`config.mk`:
```
export PLATFORM = sky130hd
export DESIGN_NAME = nmea_gga_speed_merger
export DESIGN_NICKNAME = d
export VERILOG_FILES = /design/src/rtl/ngsm_pkg.sv /design/src/rtl/ngsm_front.sv /design/src/rtl/ngsm_queue.sv /design/src/rtl/ngsm_back.sv /design/src/rtl/nmea_gga_speed_merger.sv
export SDC_FILE = /design/constraint.sdc
export NUM_CORES = 1
export LEC_CHECK = 0
export BUFFER_PORTS_ARGS = -buffer_cell sky130_fd_sc_hd__buf_2
export CORE_ASPECT_RATIO = 0.5
export CORE_MARGIN = 2
export CORE_UTILIZATION = 40
export DETAILED_ROUTE_END_ITERATION = 10
export MAX_ROUTING_LAYER = met4
export PLACE_DENSITY = 0.65
export SYNTH_ARGS = -nofsm -noshare
export SYNTH_HDL_FRONTEND = slang
export SYNTH_HIERARCHICAL = 1
export SYNTH_SLANG_ARGS = --single-unit
```
`constraint.sdc`:
```
create_clock -name clk -period 4.9 [get_ports clk]
set_clock_uncertainty 0.1 [all_clocks]
set_input_delay 0.98 -clock clk [delete_from_list [all_inputs] [get_ports clk]]
set_output_delay 0.98 -clock clk [all_outputs]
set_load 0.02 [all_outputs]
```
`src/rtl/ngsm_pkg.sv`:
```
// shared types, character constants and lookup functions for the nmea gga speed merger
package ngsm_pkg;

	// line classification, one-hot
	typedef enum logic [3:0] {
		KIND_UNDEC = 4'b0001,
		KIND_GGA   = 4'b0010,
		KIND_RMC   = 4'b0100,
		KIND_OTHER = 4'b1000
	} line_kind_t;

	// work items handed from the classifier to the output sequencer
	typedef enum logic [1:0] {
		CMD_CHAR,
		CMD_TAG,
		CMD_SPEED,
		CMD_NOVEL
	} cmd_kind_t;

	typedef struct packed {
		cmd_kind_t  kind;
		logic [7:0] ch;
	} cmd_t;

	localparam logic [7:0] CH_NL     = 8'h0A;
	localparam logic [7:0] CH_COMMA  = 8'h2C;
	localparam logic [7:0] CH_DOLLAR = 8'h24;
	localparam logic [7:0] CH_DOT    = 8'h2E;

	localparam int TAG_LEN   = 6;
	localparam int NOVEL_LEN = 9;

	// letters, digits, newline, comma, dollar and dot survive the filter
	function automatic logic is_kept(input logic [7:0] c);
		logic r;
		r = 1'b0;
		if (c >= 8'h61 && c <= 8'h7A) r = 1'b1;
		if (c >= 8'h41 && c <= 8'h5A) r = 1'b1;
		if (c >= 8'h30 && c <= 8'h39) r = 1'b1;
		if (c == CH_NL || c == CH_COMMA || c == CH_DOLLAR || c == CH_DOT) r = 1'b1;
		return r;
	endfunction

	// "$GPGGA"
	function automatic logic [7:0] gga_char(input logic [2:0] idx);
		logic [7:0] r;
		case (idx)
			3'd0:    r = 8'h24;
			3'd1:    r = 8'h47;
			3'd2:    r = 8'h50;
			3'd3:    r = 8'h47;
			3'd4:    r = 8'h47;
			default: r = 8'h41;
		endcase
		return r;
	endfunction

	// "$GPRMC"
	function automatic logic [7:0] rmc_char(input logic [2:0] idx);
		logic [7:0] r;
		case (idx)
			3'd0:    r = 8'h24;
			3'd1:    r = 8'h47;
			3'd2:    r = 8'h50;
			3'd3:    r = 8'h52;
			3'd4:    r = 8'h4D;
			default: r = 8'h43;
		endcase
		return r;
	endfunction

	// ",NoNewVel"
	function automatic logic [7:0] novel_char(input logic [3:0] idx);
		logic [7:0] r;
		case (idx)
			4'd0:    r = 8'h2C;
			4'd1:    r = 8'h4E;
			4'd2:    r = 8'h6F;
			4'd3:    r = 8'h4E;
			4'd4:    r = 8'h65;
			4'd5:    r = 8'h77;
			4'd6:    r = 8'h56;
			4'd7:    r = 8'h65;
			default: r = 8'h6C;
		endcase
		return r;
	endfunction

endpackage

```
`src/rtl/ngsm_front.sv`:
```
// front end: byte filter, line classifier, rmc token tracker and speed store
module ngsm_front #(
	parameter int VEL_MAX = 16
) (
	input  logic                         clk,
	input  logic                         arst_n,
	input  logic                         in_valid,
	output logic                         in_ready,
	input  logic [7:0]                   in_char,
	input  logic [3:0]                   speed_idx,
	output logic                         push,
	output ngsm_pkg::cmd_t               push_cmd,
	input  logic                         q_full,
	input  logic                         tail_done,
	output logic [VEL_MAX-1:0][7:0]      speed_data,
	output logic [$clog2(VEL_MAX+1)-1:0] speed_len
);

	localparam int LW      = $clog2(VEL_MAX + 1);
	localparam int PRE_LEN = (VEL_MAX < ngsm_pkg::TAG_LEN) ? VEL_MAX : ngsm_pkg::TAG_LEN;

	ngsm_pkg::line_kind_t kind_q, kind_d;
	logic [2:0]           kept_q, kept_d;
	logic                 gga_ok_q, gga_ok_d;
	logic                 rmc_ok_q, rmc_ok_d;
	logic [3:0]           tok_q, tok_d;
	logic                 inside_q, inside_d;
	logic [LW-1:0]        len_q, len_d;
	logic                 fresh_q, fresh_d;
	logic                 hold_q, hold_d;
	logic [VEL_MAX-1:0][7:0] store_q;

	logic acc;
	logic ok_g, ok_r;
	logic app_wr, pre_wr;
	logic room;

	// input is held while the queue is full or a sentence tail reads the speed store
	assign in_ready   = !q_full && !hold_q;
	assign acc        = in_valid && in_ready && ngsm_pkg::is_kept(in_char);
	assign room       = (len_q < LW'(VEL_MAX));
	assign ok_g       = gga_ok_q && (in_char == ngsm_pkg::gga_char(kept_q));
	assign ok_r       = rmc_ok_q && (in_char == ngsm_pkg::rmc_char(kept_q));
	assign speed_data = store_q;
	assign speed_len  = len_q;

	// next line state and work items
	always_comb begin
		kind_d   = kind_q;
		kept_d   = kept_q;
		gga_ok_d = gga_ok_q;
		rmc_ok_d = rmc_ok_q;
		tok_d    = tok_q;
		inside_d = inside_q;
		len_d    = len_q;
		fresh_d  = fresh_q;
		hold_d   = hold_q && !tail_done;
		push     = 1'b0;
		push_cmd = '{kind: ngsm_pkg::CMD_CHAR, ch: in_char};
		app_wr   = 1'b0;
		pre_wr   = 1'b0;
		if (acc) begin
			if (in_char == ngsm_pkg::CH_NL) begin
				if (kind_q == ngsm_pkg::KIND_GGA) begin
					push          = 1'b1;
					push_cmd.kind = fresh_q ? ngsm_pkg::CMD_SPEED : ngsm_pkg::CMD_NOVEL;
					fresh_d       = 1'b0;
					hold_d        = 1'b1;
				end else if (kind_q == ngsm_pkg::KIND_RMC) begin
					fresh_d = 1'b1;
				end
				kind_d   = ngsm_pkg::KIND_UNDEC;
				kept_d   = '0;
				gga_ok_d = 1'b1;
				rmc_ok_d = 1'b1;
				tok_d    = '0;
				inside_d = 1'b0;
			end else begin
				unique case (kind_q)
					ngsm_pkg::KIND_UNDEC: begin
						kept_d   = kept_q + 3'd1;
						gga_ok_d = ok_g;
						rmc_ok_d = ok_r;
						if (kept_q == 3'(ngsm_pkg::TAG_LEN - 1)) begin
							if (ok_g) begin
								kind_d        = ngsm_pkg::KIND_GGA;
								push          = 1'b1;
								push_cmd.kind = ngsm_pkg::CMD_TAG;
							end else if (ok_r) begin
								kind_d   = ngsm_pkg::KIND_RMC;
								tok_d    = '0;
								inside_d = 1'b1;
								if (speed_idx == 4'd0) begin
									pre_wr = 1'b1;
									len_d  = LW'(PRE_LEN);
								end else begin
									len_d = '0;
								end
							end else begin
								kind_d = ngsm_pkg::KIND_OTHER;
							end
						end
					end
					ngsm_pkg::KIND_GGA: begin
						push = 1'b1;
					end
					ngsm_pkg::KIND_RMC: begin
						if (in_char == ngsm_pkg::CH_COMMA) begin
							inside_d = 1'b0;
						end else begin
							if (!inside_q && tok_q != 4'd15) begin
								tok_d    = tok_q + 4'd1;
								inside_d = 1'b1;
							end
							if (inside_d && tok_d == speed_idx && room) begin
								app_wr = 1'b1;
								len_d  = len_q + LW'(1);
							end
						end
					end
					ngsm_pkg::KIND_OTHER: begin
					end
					default: begin
					end
				endcase
			end
		end
	end

	// control state
	always_ff @(posedge clk or negedge arst_n) begin
		if (!arst_n) begin
			kind_q   <= ngsm_pkg::KIND_UNDEC;
			kept_q   <= '0;
			gga_ok_q <= 1'b1;
			rmc_ok_q <= 1'b1;
			tok_q    <= '0;
			inside_q <= 1'b0;
			len_q    <= '0;
			fresh_q  <= 1'b0;
			hold_q   <= 1'b0;
		end else begin
			kind_q   <= kind_d;
			kept_q   <= kept_d;
			gga_ok_q <= gga_ok_d;
			rmc_ok_q <= rmc_ok_d;
			tok_q    <= tok_d;
			inside_q <= inside_d;
			len_q    <= len_d;
			fresh_q  <= fresh_d;
			hold_q   <= hold_d;
		end
	end

	// speed characters, tag copy when the tag token itself is selected
	always_ff @(posedge clk) begin
		for (int i = 0; i < VEL_MAX; i++) begin
			if (pre_wr && i < ngsm_pkg::TAG_LEN) begin
				store_q[i] <= ngsm_pkg::rmc_char(3'(i));
			end else if (app_wr && len_q == LW'(i)) begin
				store_q[i] <= in_char;
			end
		end
	end

endmodule

```
`src/rtl/ngsm_queue.sv`:
```
// two-entry work queue between classifier and output sequencer
module ngsm_queue (
	input  logic           clk,
	input  logic           arst_n,
	input  logic           push,
	input  ngsm_pkg::cmd_t wdata,
	output logic           full,
	output logic           valid,
	output ngsm_pkg::cmd_t rdata,
	input  logic           pop
);

	ngsm_pkg::cmd_t mem_q [2];
	logic           wp_q, rp_q;
	logic [1:0]     cnt_q;

	assign full  = (cnt_q == 2'd2);
	assign valid = (cnt_q != 2'd0);
	assign rdata = mem_q[rp_q];

	// pointers and fill level
	always_ff @(posedge clk or negedge arst_n) begin
		if (!arst_n) begin
			wp_q  <= 1'b0;
			rp_q  <= 1'b0;
			cnt_q <= '0;
		end else begin
			if (push) wp_q <= !wp_q;
			if (pop)  rp_q <= !rp_q;
			cnt_q <= cnt_q + 2'(push) - 2'(pop);
		end
	end

	// entries
	always_ff @(posedge clk) begin
		if (push) mem_q[wp_q] <= wdata;
	end

endmodule

```
`src/rtl/ngsm_back.sv`:
```
// back end: expands work items into output bytes through an output register
module ngsm_back #(
	parameter int VEL_MAX = 16
) (
	input  logic                         clk,
	input  logic                         arst_n,
	input  logic                         q_valid,
	input  ngsm_pkg::cmd_t               q_cmd,
	output logic                         q_pop,
	output logic                         tail_done,
	input  logic [VEL_MAX-1:0][7:0]      speed_data,
	input  logic [$clog2(VEL_MAX+1)-1:0] speed_len,
	output logic                         out_valid,
	input  logic                         out_ready,
	output logic [7:0]                   out_char,
	output logic                         out_last,
	output logic                         out_eos
);

	localparam int TAIL_MAX = (VEL_MAX + 1 > ngsm_pkg::NOVEL_LEN) ? VEL_MAX + 1
	                                                              : ngsm_pkg::NOVEL_LEN;
	localparam int CW = $clog2(TAIL_MAX + 1);
	localparam int AW = (VEL_MAX > 1) ? $clog2(VEL_MAX) : 1;

	logic [CW-1:0] cnt_q;
	logic [CW-1:0] cnt_m1;
	logic [AW-1:0] rd_idx;
	logic          load;
	logic [7:0]    b_char;
	logic          b_last, b_eos;
	logic          valid_q;
	logic [7:0]    char_q;
	logic          last_q, eos_q;

	assign cnt_m1 = cnt_q - CW'(1);
	assign rd_idx = cnt_m1[AW-1:0];

	// byte selection for the head item
	always_comb begin
		b_char = q_cmd.ch;
		b_last = 1'b1;
		b_eos  = 1'b0;
		case (q_cmd.kind)
			ngsm_pkg::CMD_TAG: begin
				b_char = ngsm_pkg::gga_char(cnt_q[2:0]);
				b_last = (cnt_q == CW'(ngsm_pkg::TAG_LEN - 1));
			end
			ngsm_pkg::CMD_SPEED: begin
				b_last = 1'b0;
				if (cnt_q == '0) begin
					b_char = ngsm_pkg::CH_COMMA;
				end else if (cnt_q == CW'(speed_len) + CW'(1)) begin
					b_char = ngsm_pkg::CH_NL;
					b_last = 1'b1;
					b_eos  = 1'b1;
				end else begin
					b_char = speed_data[rd_idx];
				end
			end
			ngsm_pkg::CMD_NOVEL: begin
				b_last = 1'b0;
				if (cnt_q == CW'(ngsm_pkg::NOVEL_LEN)) begin
					b_char = ngsm_pkg::CH_NL;
					b_last = 1'b1;
					b_eos  = 1'b1;
				end else begin
					b_char = ngsm_pkg::novel_char(cnt_q[3:0]);
				end
			end
			default: begin
			end
		endcase
	end

	assign load      = q_valid && (!valid_q || out_ready);
	assign q_pop     = load && b_last;
	assign tail_done = q_pop && (q_cmd.kind == ngsm_pkg::CMD_SPEED ||
	                             q_cmd.kind == ngsm_pkg::CMD_NOVEL);

	// byte counter and output valid
	always_ff @(posedge clk or negedge arst_n) begin
		if (!arst_n) begin
			cnt_q   <= '0;
			valid_q <= 1'b0;
		end else begin
			if (load) cnt_q <= b_last ? '0 : cnt_q + CW'(1);
			if (load) begin
				valid_q <= 1'b1;
			end else if (out_ready) begin
				valid_q <= 1'b0;
			end
		end
	end

	// output payload
	always_ff @(posedge clk) begin
		if (load) begin
			char_q <= b_char;
			last_q <= b_last;
			eos_q  <= b_eos;
		end
	end

	assign out_valid = valid_q;
	assign out_char  = char_q;
	assign out_last  = last_q;
	assign out_eos   = eos_q;

endmodule

```
`src/rtl/nmea_gga_speed_merger.sv`:
```
// Merges the speed of $GPRMC sentences into the $GPGGA sentences of a raw NMEA byte stream.
// Input bytes are filtered and classified at one byte per cycle; a two-entry queue
// decouples that from the output sequencer, which emits one byte per cycle while the output
// is ready, through an output register. A byte in a GGA line yields one output byte, the
// GGA tag six, and the sentence end speed_len + 2 (speed appended) or 10 (",NoNewVel" appended).
// Input stalls while the queue is full, and after a GGA newline transfer it is held until
// the closing newline of that tail is loaded into the output register, because the tail
// reads the speed store. cfg_data sets the index of the non-empty RMC token that carries
// the speed (reset 7); write it only while the block is idle.
module nmea_gga_speed_merger #(
	parameter int VEL_MAX = 16
) (
	input  logic       clk,
	input  logic       arst_n,
	input  logic       s_axis_tvalid,
	output logic       s_axis_tready,
	input  logic [7:0] s_axis_tdata,  // [7:0] in_char
	output logic       m_axis_tvalid,
	input  logic       m_axis_tready,
	output logic [7:0] m_axis_tdata,  // [7:0] out_char
	output logic       m_axis_tlast,  // end_of_run
	output logic       m_axis_tuser,  // [0] end_of_sentence
	input  logic       cfg_valid,
	output logic       cfg_ready,
	input  logic [3:0] cfg_data       // speed_field_index
);

	localparam int LW = $clog2(VEL_MAX + 1);

	logic [3:0]              speed_idx_q;
	logic                    push, q_full, q_valid, q_pop, tail_done;
	ngsm_pkg::cmd_t          push_cmd, q_cmd;
	logic [VEL_MAX-1:0][7:0] speed_data;
	logic [LW-1:0]           speed_len;

	// speed token index register
	assign cfg_ready = 1'b1;
	always_ff @(posedge clk or negedge arst_n) begin
		if (!arst_n) begin
			speed_idx_q <= 4'd7;
		end else if (cfg_valid && cfg_ready) begin
			speed_idx_q <= cfg_data;
		end
	end

	ngsm_front #(.VEL_MAX(VEL_MAX)) u_front (
		.clk        (clk),
		.arst_n     (arst_n),
		.in_valid   (s_axis_tvalid),
		.in_ready   (s_axis_tready),
		.in_char    (s_axis_tdata),
		.speed_idx  (speed_idx_q),
		.push       (push),
		.push_cmd   (push_cmd),
		.q_full     (q_full),
		.tail_done  (tail_done),
		.speed_data (speed_data),
		.speed_len  (speed_len)
	);

	ngsm_queue u_queue (
		.clk    (clk),
		.arst_n (arst_n),
		.push   (push),
		.wdata  (push_cmd),
		.full   (q_full),
		.valid  (q_valid),
		.rdata  (q_cmd),
		.pop    (q_pop)
	);

	ngsm_back #(.VEL_MAX(VEL_MAX)) u_back (
		.clk        (clk),
		.arst_n     (arst_n),
		.q_valid    (q_valid),
		.q_cmd      (q_cmd),
		.q_pop      (q_pop),
		.tail_done  (tail_done),
		.speed_data (speed_data),
		.speed_len  (speed_len),
		.out_valid  (m_axis_tvalid),
		.out_ready  (m_axis_tready),
		.out_char   (m_axis_tdata),
		.out_last   (m_axis_tlast),
		.out_eos    (m_axis_tuser)
	);

endmodule

```
==> results by group, run 1 <==
Critical path
  • Max FO, Critical Path: 26
  • R2R cell count: 9
  • Req. time, crit path: 4880 ps
  • Kind of critical path: in -> reg
  • Nature of the critical path startpoint: primary input
  • Crit end category: flop
  • Crit path DAT: 4020 ps

Flow run
  • Max_cap viols: 0

Placement
  • DP HPWL: 15.90 mm
  • Post-Place Setup Slack: 457.3 ps
  • Quantity of I/O buffers inserted on ports: 28
  • Cells after DPL: 1110
  • GPL Wtd Cong: 0.8862

Synthesis
  • Cells after synthesis: 789
  • Area share of the largest cell type after synthesis: 0.3332
  • Top_reg_cell synth: edfxtp_1
  • Top post-synthesis cells by area: edfxtp_1 (33%), dfxtp_1 (9.7%), dfrtp_1 (7.3%)
  • Cell variety after synth: 94
  • Yosys Warn Count: 6
  • Number of synthesized flops with an enable pin: 110
  • Post-synth net total: 827
  • #FFs+latches synth: 193
  • Sequential fraction of the synthesis area: 0.5192
  • Synthesized area: 9913 sq um
  • Asr flop ratio synth: 0.1813
  • Post-Syn Area per Cell: 12.56 sq um
  • Area leader, netlist: edfxtp_1

Routing
  • WL final: 23.13 mm
  • WL met1: 10.85 mm
  • Iter 0 DRT Violations: 650
  • Via/cell ratio: 5.703
  • Via count: 6513
  • Metal3 WL: 1.530 mm
  • Max Used Layer: met4
  • Final ANT Viol Nets: 0
  • WL/cell: 20.26 um
  • Number of iterations in the first detailed-routing pass: 5
  • Routed wl met2: 10.47 mm
  • DRC viols: 0

Pwr
  • Pwr Density: 458.3 nW/um^2
  • Power share of the combinational group: 0.321
  • Sw Pwr: 1.723 mW
  • Worst-case vdd ir drop: 0.2991 mV
  • Int Pwr: 3.234 mW
  • Flop pwr share: 0.395
  • Switch share: 0.3476
  • Clock share of power: 0.284
  • Leak pwr: 4.001 nW

Global route
  • Vias in the first global route: 6271
  • Largest net degree at the start of global routing: 45
  • First-pass GRT wire length: 36.00 mm
  • GR Util All Layers: 0.1907
  • Total congestion overflow: 0
  • Initial antenna violation count: 0

Final layout
  • Ant diodes: 0
  • Commonest non-fill, non-tap cell in the layout: edfxtp_1
  • Final #Nets: 831
  • Share of cells above drive strength 1: 0.1960
  • Most frequent cells in the layout: edfxtp_1 (110), mux2i_1 (59), nand2_1 (56)
  • Layout Cells excl Fill: 1142
  • # fillers: 2158
  • Syn-to-layout area delta: 9.126%
  • Final Util: 0.4475

Timing
  • Final Hold Fails: 0
  • Crit path time final: 4035 ps
  • Setup violators final: 0
  • Post-route setup slack: 865.2 ps
  • Achievable Freq: 247.8 MHz
  • Setup TNS: 0 ps
  • Headroom to the max-slew limit: 0.3636
  • Final worst-path cycle share: 0.8234
  • Unrepaired setup endpoints after global routing: false
  • Max-slew violation count: 0
  • WHS: 377.3 ps
  • Worst slew pin tran: 954.6 ps

Min path
  • Hold path depth: 2
  • Hold WC Path Type: reg -> reg

Clocking
  • CTS tree: built
  • CTS Buf Count: 17
  • Worst skew pair latency: 440 ps
  • CTS resizes: 0
  • Clock sink count: 193
  • Reg clk slew, reported paths: 70 ps
  • Root Buffer: clkbuf_16
  • Setup Buffers After CTS: 0
  • Hold_buf cts: 0
  • CTS Buffer Depth: 2
  • H-Tree Depth: 4

Die
  • IO Count: 30
  • Row cnt: 40
  • Die area: 26130 sq um
  • Die Wd: 226.6 um
  • Overall die height: 115.3 um
  • Starting density of the core: 0.4101
  • Core area: 24170 sq um

Outcome
  • Status: complete, no violations
-- routing by layer --
metal | vias up | track usage
met3 | 23 | 0.04574
met5 | - | -
met1 | 3306 | 0.2581
met4 | 0 | 0.05526
li1 | 2995 | -
met2 | 189 | 0.2856
-- layout make-up --
| class | count | area (sq um) | share of cell area |
|---|---|---|---|
| clock inverters | 15 | 165.2 | 0.01527 |
| multi-input cells | 520 | 4364 | 0.4034 |
| clock buffers | 17 | 425.4 | 0.03932 |
| flip-flops and latches | 193 | 5149 | 0.4759 |
| repair buffers | 36 | 200.2 | 0.01851 |
| inverters | 25 | 93.84 | 0.008675 |
| well taps | 336 | 420.4 | 0.03886 |
-- flip-flops by register name, summed over array words and instances, names as in the netlist --
| register | flops |
|---|---|
| u_front/speed_data | 128 |
| u_queue/mem_q | 20 |
| u_back/out_char | 8 |
| u_back/cnt_q | 5 |
| u_front/speed_len | 5 |
| speed_idx_q | 4 |
| u_front/kind_q | 4 |
| u_front/tok_q | 4 |
| u_front/kept_q | 3 |
| u_queue/cnt_q | 2 |
| u_back/out_eos | 1 |
| u_back/out_last | 1 |
| u_back/out_valid | 1 |
| u_front/fresh_q | 1 |
| u_front/gga_ok_q | 1 |
| u_front/hold_q | 1 |
| u_front/inside_q | 1 |
| u_front/rmc_ok_q | 1 |
| u_queue/rp_q | 1 |
| u_queue/wp_q | 1 |
-- synthesized netlist by cell type, drive strengths merged, types with 20 or more instances --
cell type / count
edfxtp: 110
mux2i: 59
nand2: 56
nor2: 54
dfxtp: 48
buf: 31
dfrtp: 29
inv: 25
mux2: 25
mux4: 25
o21ai: 23
ha: 21
a21oi: 20
clkbuf: 20
-- power by group through the flow --
stage          clock [mW]  sequential [mW]  combinational (mW)
3_3_place_gp            0             1.99                1.57
5_1_grt              1.48             1.97                1.72
3_5_place_dp            0             2.00                1.58
4_1_cts              1.43             1.96                1.58
2_1_floorplan           0             1.97                1.23
6_report             1.41             1.96                1.59
-- worst max-delay path, cell delays in order --
cell	delay [ps]
buf_2	390
or4b_2	670
nor2_1	140
nand3_1	230
a21oi_1	530
nand3_1	240
o21ai_0	300
and2_1	540
-- final timing paths --
check,startpoint,endpoint,slack (ps)
min reg2reg,u_front/speed_data[8]$_SDFFE_PP1P_,u_front/speed_data[8]$_SDFFE_PP1P_,380
min in group asynchronous,arst_n,u_back/cnt_q[3]$_DFFE_PN0P_,510
max reg2reg,u_front/kept_q[0]$_DFFE_PN0P_,u_queue/mem_q[1][2]$_DFFE_PP_,1080
min,u_front/speed_data[8]$_SDFFE_PP1P_,u_front/speed_data[8]$_SDFFE_PP1P_,380
max in group asynchronous,arst_n,u_back/cnt_q[0]$_DFFE_PN0P_,3650
max,s_axis_tdata[3],u_queue/mem_q[1][2]$_DFFE_PP_,870
-- logic make-up (layout without fill, tap and decap cells) --
| logic type | count (synthesis) | in the layout | share of synthesized area |
|---|---|---|---|
| muxes | 109 | 109 | 0.1508 |
| and+or+nand+nor | 250 | 250 | 0.1516 |
| adders and majority gates | 21 | 21 | 0.02650 |
| DFF | 193 | 193 | 0.5192 |
| xor gates and xnor gates | 16 | 16 | 0.01565 |
| buffers and inverters | 76 | 93 | 0.04051 |
| other | 1 | 1 | 0.0003783 |
| AOI/OAI and AO/OA | 123 | 123 | 0.09530 |
-- metrics by stage --
step / total power [mW] / instance area [sq um]
3_3_place_gp: 3.562 / 10230
4_1_cts: 4.973 / 10820
3_5_place_dp: 3.572 / 10230
2_1_floorplan: 3.203 / 9913
6_report: 4.958 / 10820
5_1_grt: 5.172 / 10820
Power figures use the tool's default switching activity.
==> run 2: changes to the inputs <==
- PLACE_DENSITY: 0.65 -> 0.67
- clock period: 4.9 -> 3.4 ns (I/O delays scaled with it)
==> results by group, run 2 (synthesized netlist as in run 1, its figures left out) <==
Global route
  • Vias in the first global route: 6560 (+4.6%)
  • Largest net degree at the start of global routing: 36 (-20%)
  • Initial antenna violation count: 0 (unchanged)
  • Total congestion overflow: 0 (unchanged)
  • First-pass GRT wire length: 36.85 mm (+2.4%)
  • GR Util All Layers: 0.1915 (+0.0008842)

Die
  • Core area: 24170 sq um (unchanged)
  • Die area: 26130 sq um (unchanged)
  • Starting density of the core: 0.4101 (unchanged)
  • Row cnt: 40 (unchanged)
  • IO Count: 30 (unchanged)
  • Overall die height: 115.3 um (unchanged)
  • Die Wd: 226.6 um (unchanged)

Placement
  • Post-Place Setup Slack: 131.5 ps (-325.8 ps)
  • DP HPWL: 16.56 mm (+4.2%)
  • Quantity of I/O buffers inserted on ports: 28 (unchanged)
  • GPL Wtd Cong: 0.9154 (+3.3%)
  • Placed Area: 10610 sq um (+3.7%)

Timing
  • Final worst-path cycle share: 0.9557
  • Achievable Freq: 307.7 MHz
  • Final Hold Fails: 0 (unchanged)
  • Post-route setup slack: 150.5 ps (-714.7 ps)
  • Worst slew pin tran: 851.9 ps (-102.7 ps)
  • Headroom to the max-slew limit: 0.4321 (+0.06849)
  • Max-slew violation count: 0 (unchanged)
  • Unrepaired setup endpoints after global routing: true
  • WHS: 242.2 ps (-135.2 ps)
  • Setup violators final: 0 (unchanged)
  • Crit path time final: 3250 ps

Pwr
  • Clock share of power: 0.297 (+0.013)
  • Pwr Density: 622.0 nW/um^2 (+36%)
  • Worst-case vdd ir drop: 0.4651 mV (+56%)
  • Design Power: 6.988 mW (+41%)
  • Flop pwr share: 0.381 (-0.014)
  • Power share of the combinational group: 0.322 (about the same)
  • Leak pwr: 4.247 nW (+6.1%)
  • Int Pwr: 4.608 mW (+42%)
  • Switch share: 0.3407 (-0.006969)
  • Sw Pwr: 2.381 mW (+38%)

Final layout
  • Syn-to-layout area delta: 13.33%
  • Ant diodes: 0 (unchanged)
  • Commonest non-fill, non-tap cell in the layout: edfxtp_1
  • # fillers: 2122 (-1.7%)
  • Post-route cell area: 11230 sq um (+3.9%)
  • Final Util: 0.4648 (+0.01724)
  • Final #Nets: 870 (+4.7%)
  • Share of cells above drive strength 1: 0.2367 (+0.04066)
  • Most frequent cells in the layout: edfxtp_1 (110), mux2i_1 (59), nand2_1 (56)
  • Number of flip-flops in the largest register: 128 (unchanged)

Clocking
  • Worst skew pair latency: 440 ps (about the same)
  • Hold_buf cts: 0 (unchanged)
  • Reg clk slew, reported paths: 80 ps (about the same)
  • CTS resizes: 0 (unchanged)
  • Clock sink count: 193 (unchanged)
  • H-Tree Depth: 4 (unchanged)
  • CTS Buf Count: 17 (unchanged)
  • Root Buffer: clkbuf_16
  • CTS tree: built
  • Setup Buffers After CTS: 0 (unchanged)
  • CTS Buffer Depth: 2 (unchanged)

Routing
  • Final ANT Viol Nets: 0 (unchanged)
  • Via count: 6648 (+2.1%)
  • WL final: 23.23 mm (+0.43%)
  • Via/cell ratio: 5.629 (-1.3%)
  • Number of iterations in the first detailed-routing pass: 5 (unchanged)
  • Iter 0 DRT Violations: 610 (-6.2%)
  • WL/cell: 19.67 um (-2.9%)
  • DRC viols: 0 (unchanged)

Critical path
  • Worst-path cell chain: ha_1 -> and2_1 -> or3_1 -> a21oi_1 -> or2_2 -> nand3_1 -> nor4_2 -> buf_4 -> and4_1
  • Nature of the critical path startpoint: flop
  • Max FO, Critical Path: 10 (-62%)
  • Crit end category: flop
  • Kind of critical path: reg -> reg
  • Worst r2r src: u_front/tok_q[0]$_DFFE_PN0P_
  • Reg-to-reg endpoint: u_front/speed_data[117]$_DFFE_PP_
  • Slowest-stage cell, CP: and4_1
  • Max incr delay on CP: 480 ps (-190 ps)
  • R2R setup slack: 150 ps (-930 ps)
  • Req. time, crit path: 3380 ps (-1500 ps)
  • Crit path from: u_front/tok_q[0]$_DFFE_PN0P_
  • R2R cell count: 9 (unchanged)
  • Crit path DAT: 3230 ps (-790 ps)

Min path
  • Hold WC Path Type: in -> async

Outcome
  • Status: complete, no violations

Flow run
  • Max_cap viols: 0 (unchanged)
[run 2: changes by cell type in the layout (fill, tap and decap cells not counted), sizes merged]
cell	previous run	this run
buf	36	75
[run 2: metal layers]
layer  global-route usage  share of wire  up-vias
met5                    -              0        -
met4              0.04211         0.0089        0
met3              0.03884          0.061       14
met2               0.3019           0.47      224
met1               0.2568           0.46     3345
li1                     -              -     3065
[run 2: cell type report]
class | count | area, sq um | share of cell area
timing repair buffer | 75 | 580.6 | 0.05168
clock inverter | 15 | 198.9 | 0.01771
sequential | 193 | 5149 | 0.4583
tap | 336 | 420.4 | 0.03742
multi-input combinational | 520 | 4367 | 0.3887
clock buffer | 17 | 425.4 | 0.03787
inverter | 25 | 93.84 | 0.008353
[run 2: stage by stage]
step | TNS, ps | cells
after floorplan | 0 | 789
after global placement | 0 | 1149
after detailed placement | 0 | 1149
after CTS | 0 | 1181
after global routing | -21.62 | 1181
final | 0 | 1181
[run 2: how the worst max path moves through the flow]
stage,endpoint,slack [ps],cells after the start
finish,u_front/speed_data[117]$_DFFE_PP_,150,9
floorplan,u_queue/mem_q[0][0]$_DFFE_PP_,20,8
global placement,u_front/speed_data[79]$_DFFE_PP_,140,10
detailed placement,u_queue/cnt_q[1]$_DFF_PN0_,130,10
CTS,u_front/speed_data[92]$_DFFE_PP_,200,9
global route,u_front/speed_data[31]$_SDFFE_PP0P_,-20,10
[run 2: worst max-delay path: cells and delay by family, from the launching register on]
family / cells / cell delay (ps)
DFF: 1 / 450
buffers and inverters: 1 / 200
adders and majority gates: 1 / 290
and+or+nand+nor: 6 / 1610
AOI/OAI and AO/OA: 1 / 240
[run 2: power by group through the flow]
stage | sequential, mW | combinational, mW | clock, mW
floorplan | 2.77 | 1.64 | 0
global placement | 2.71 | 2.22 | 0
detailed placement | 2.72 | 2.24 | 0
CTS | 2.67 | 2.26 | 2.11
global route | 2.68 | 2.40 | 2.22
finish | 2.67 | 2.25 | 2.07
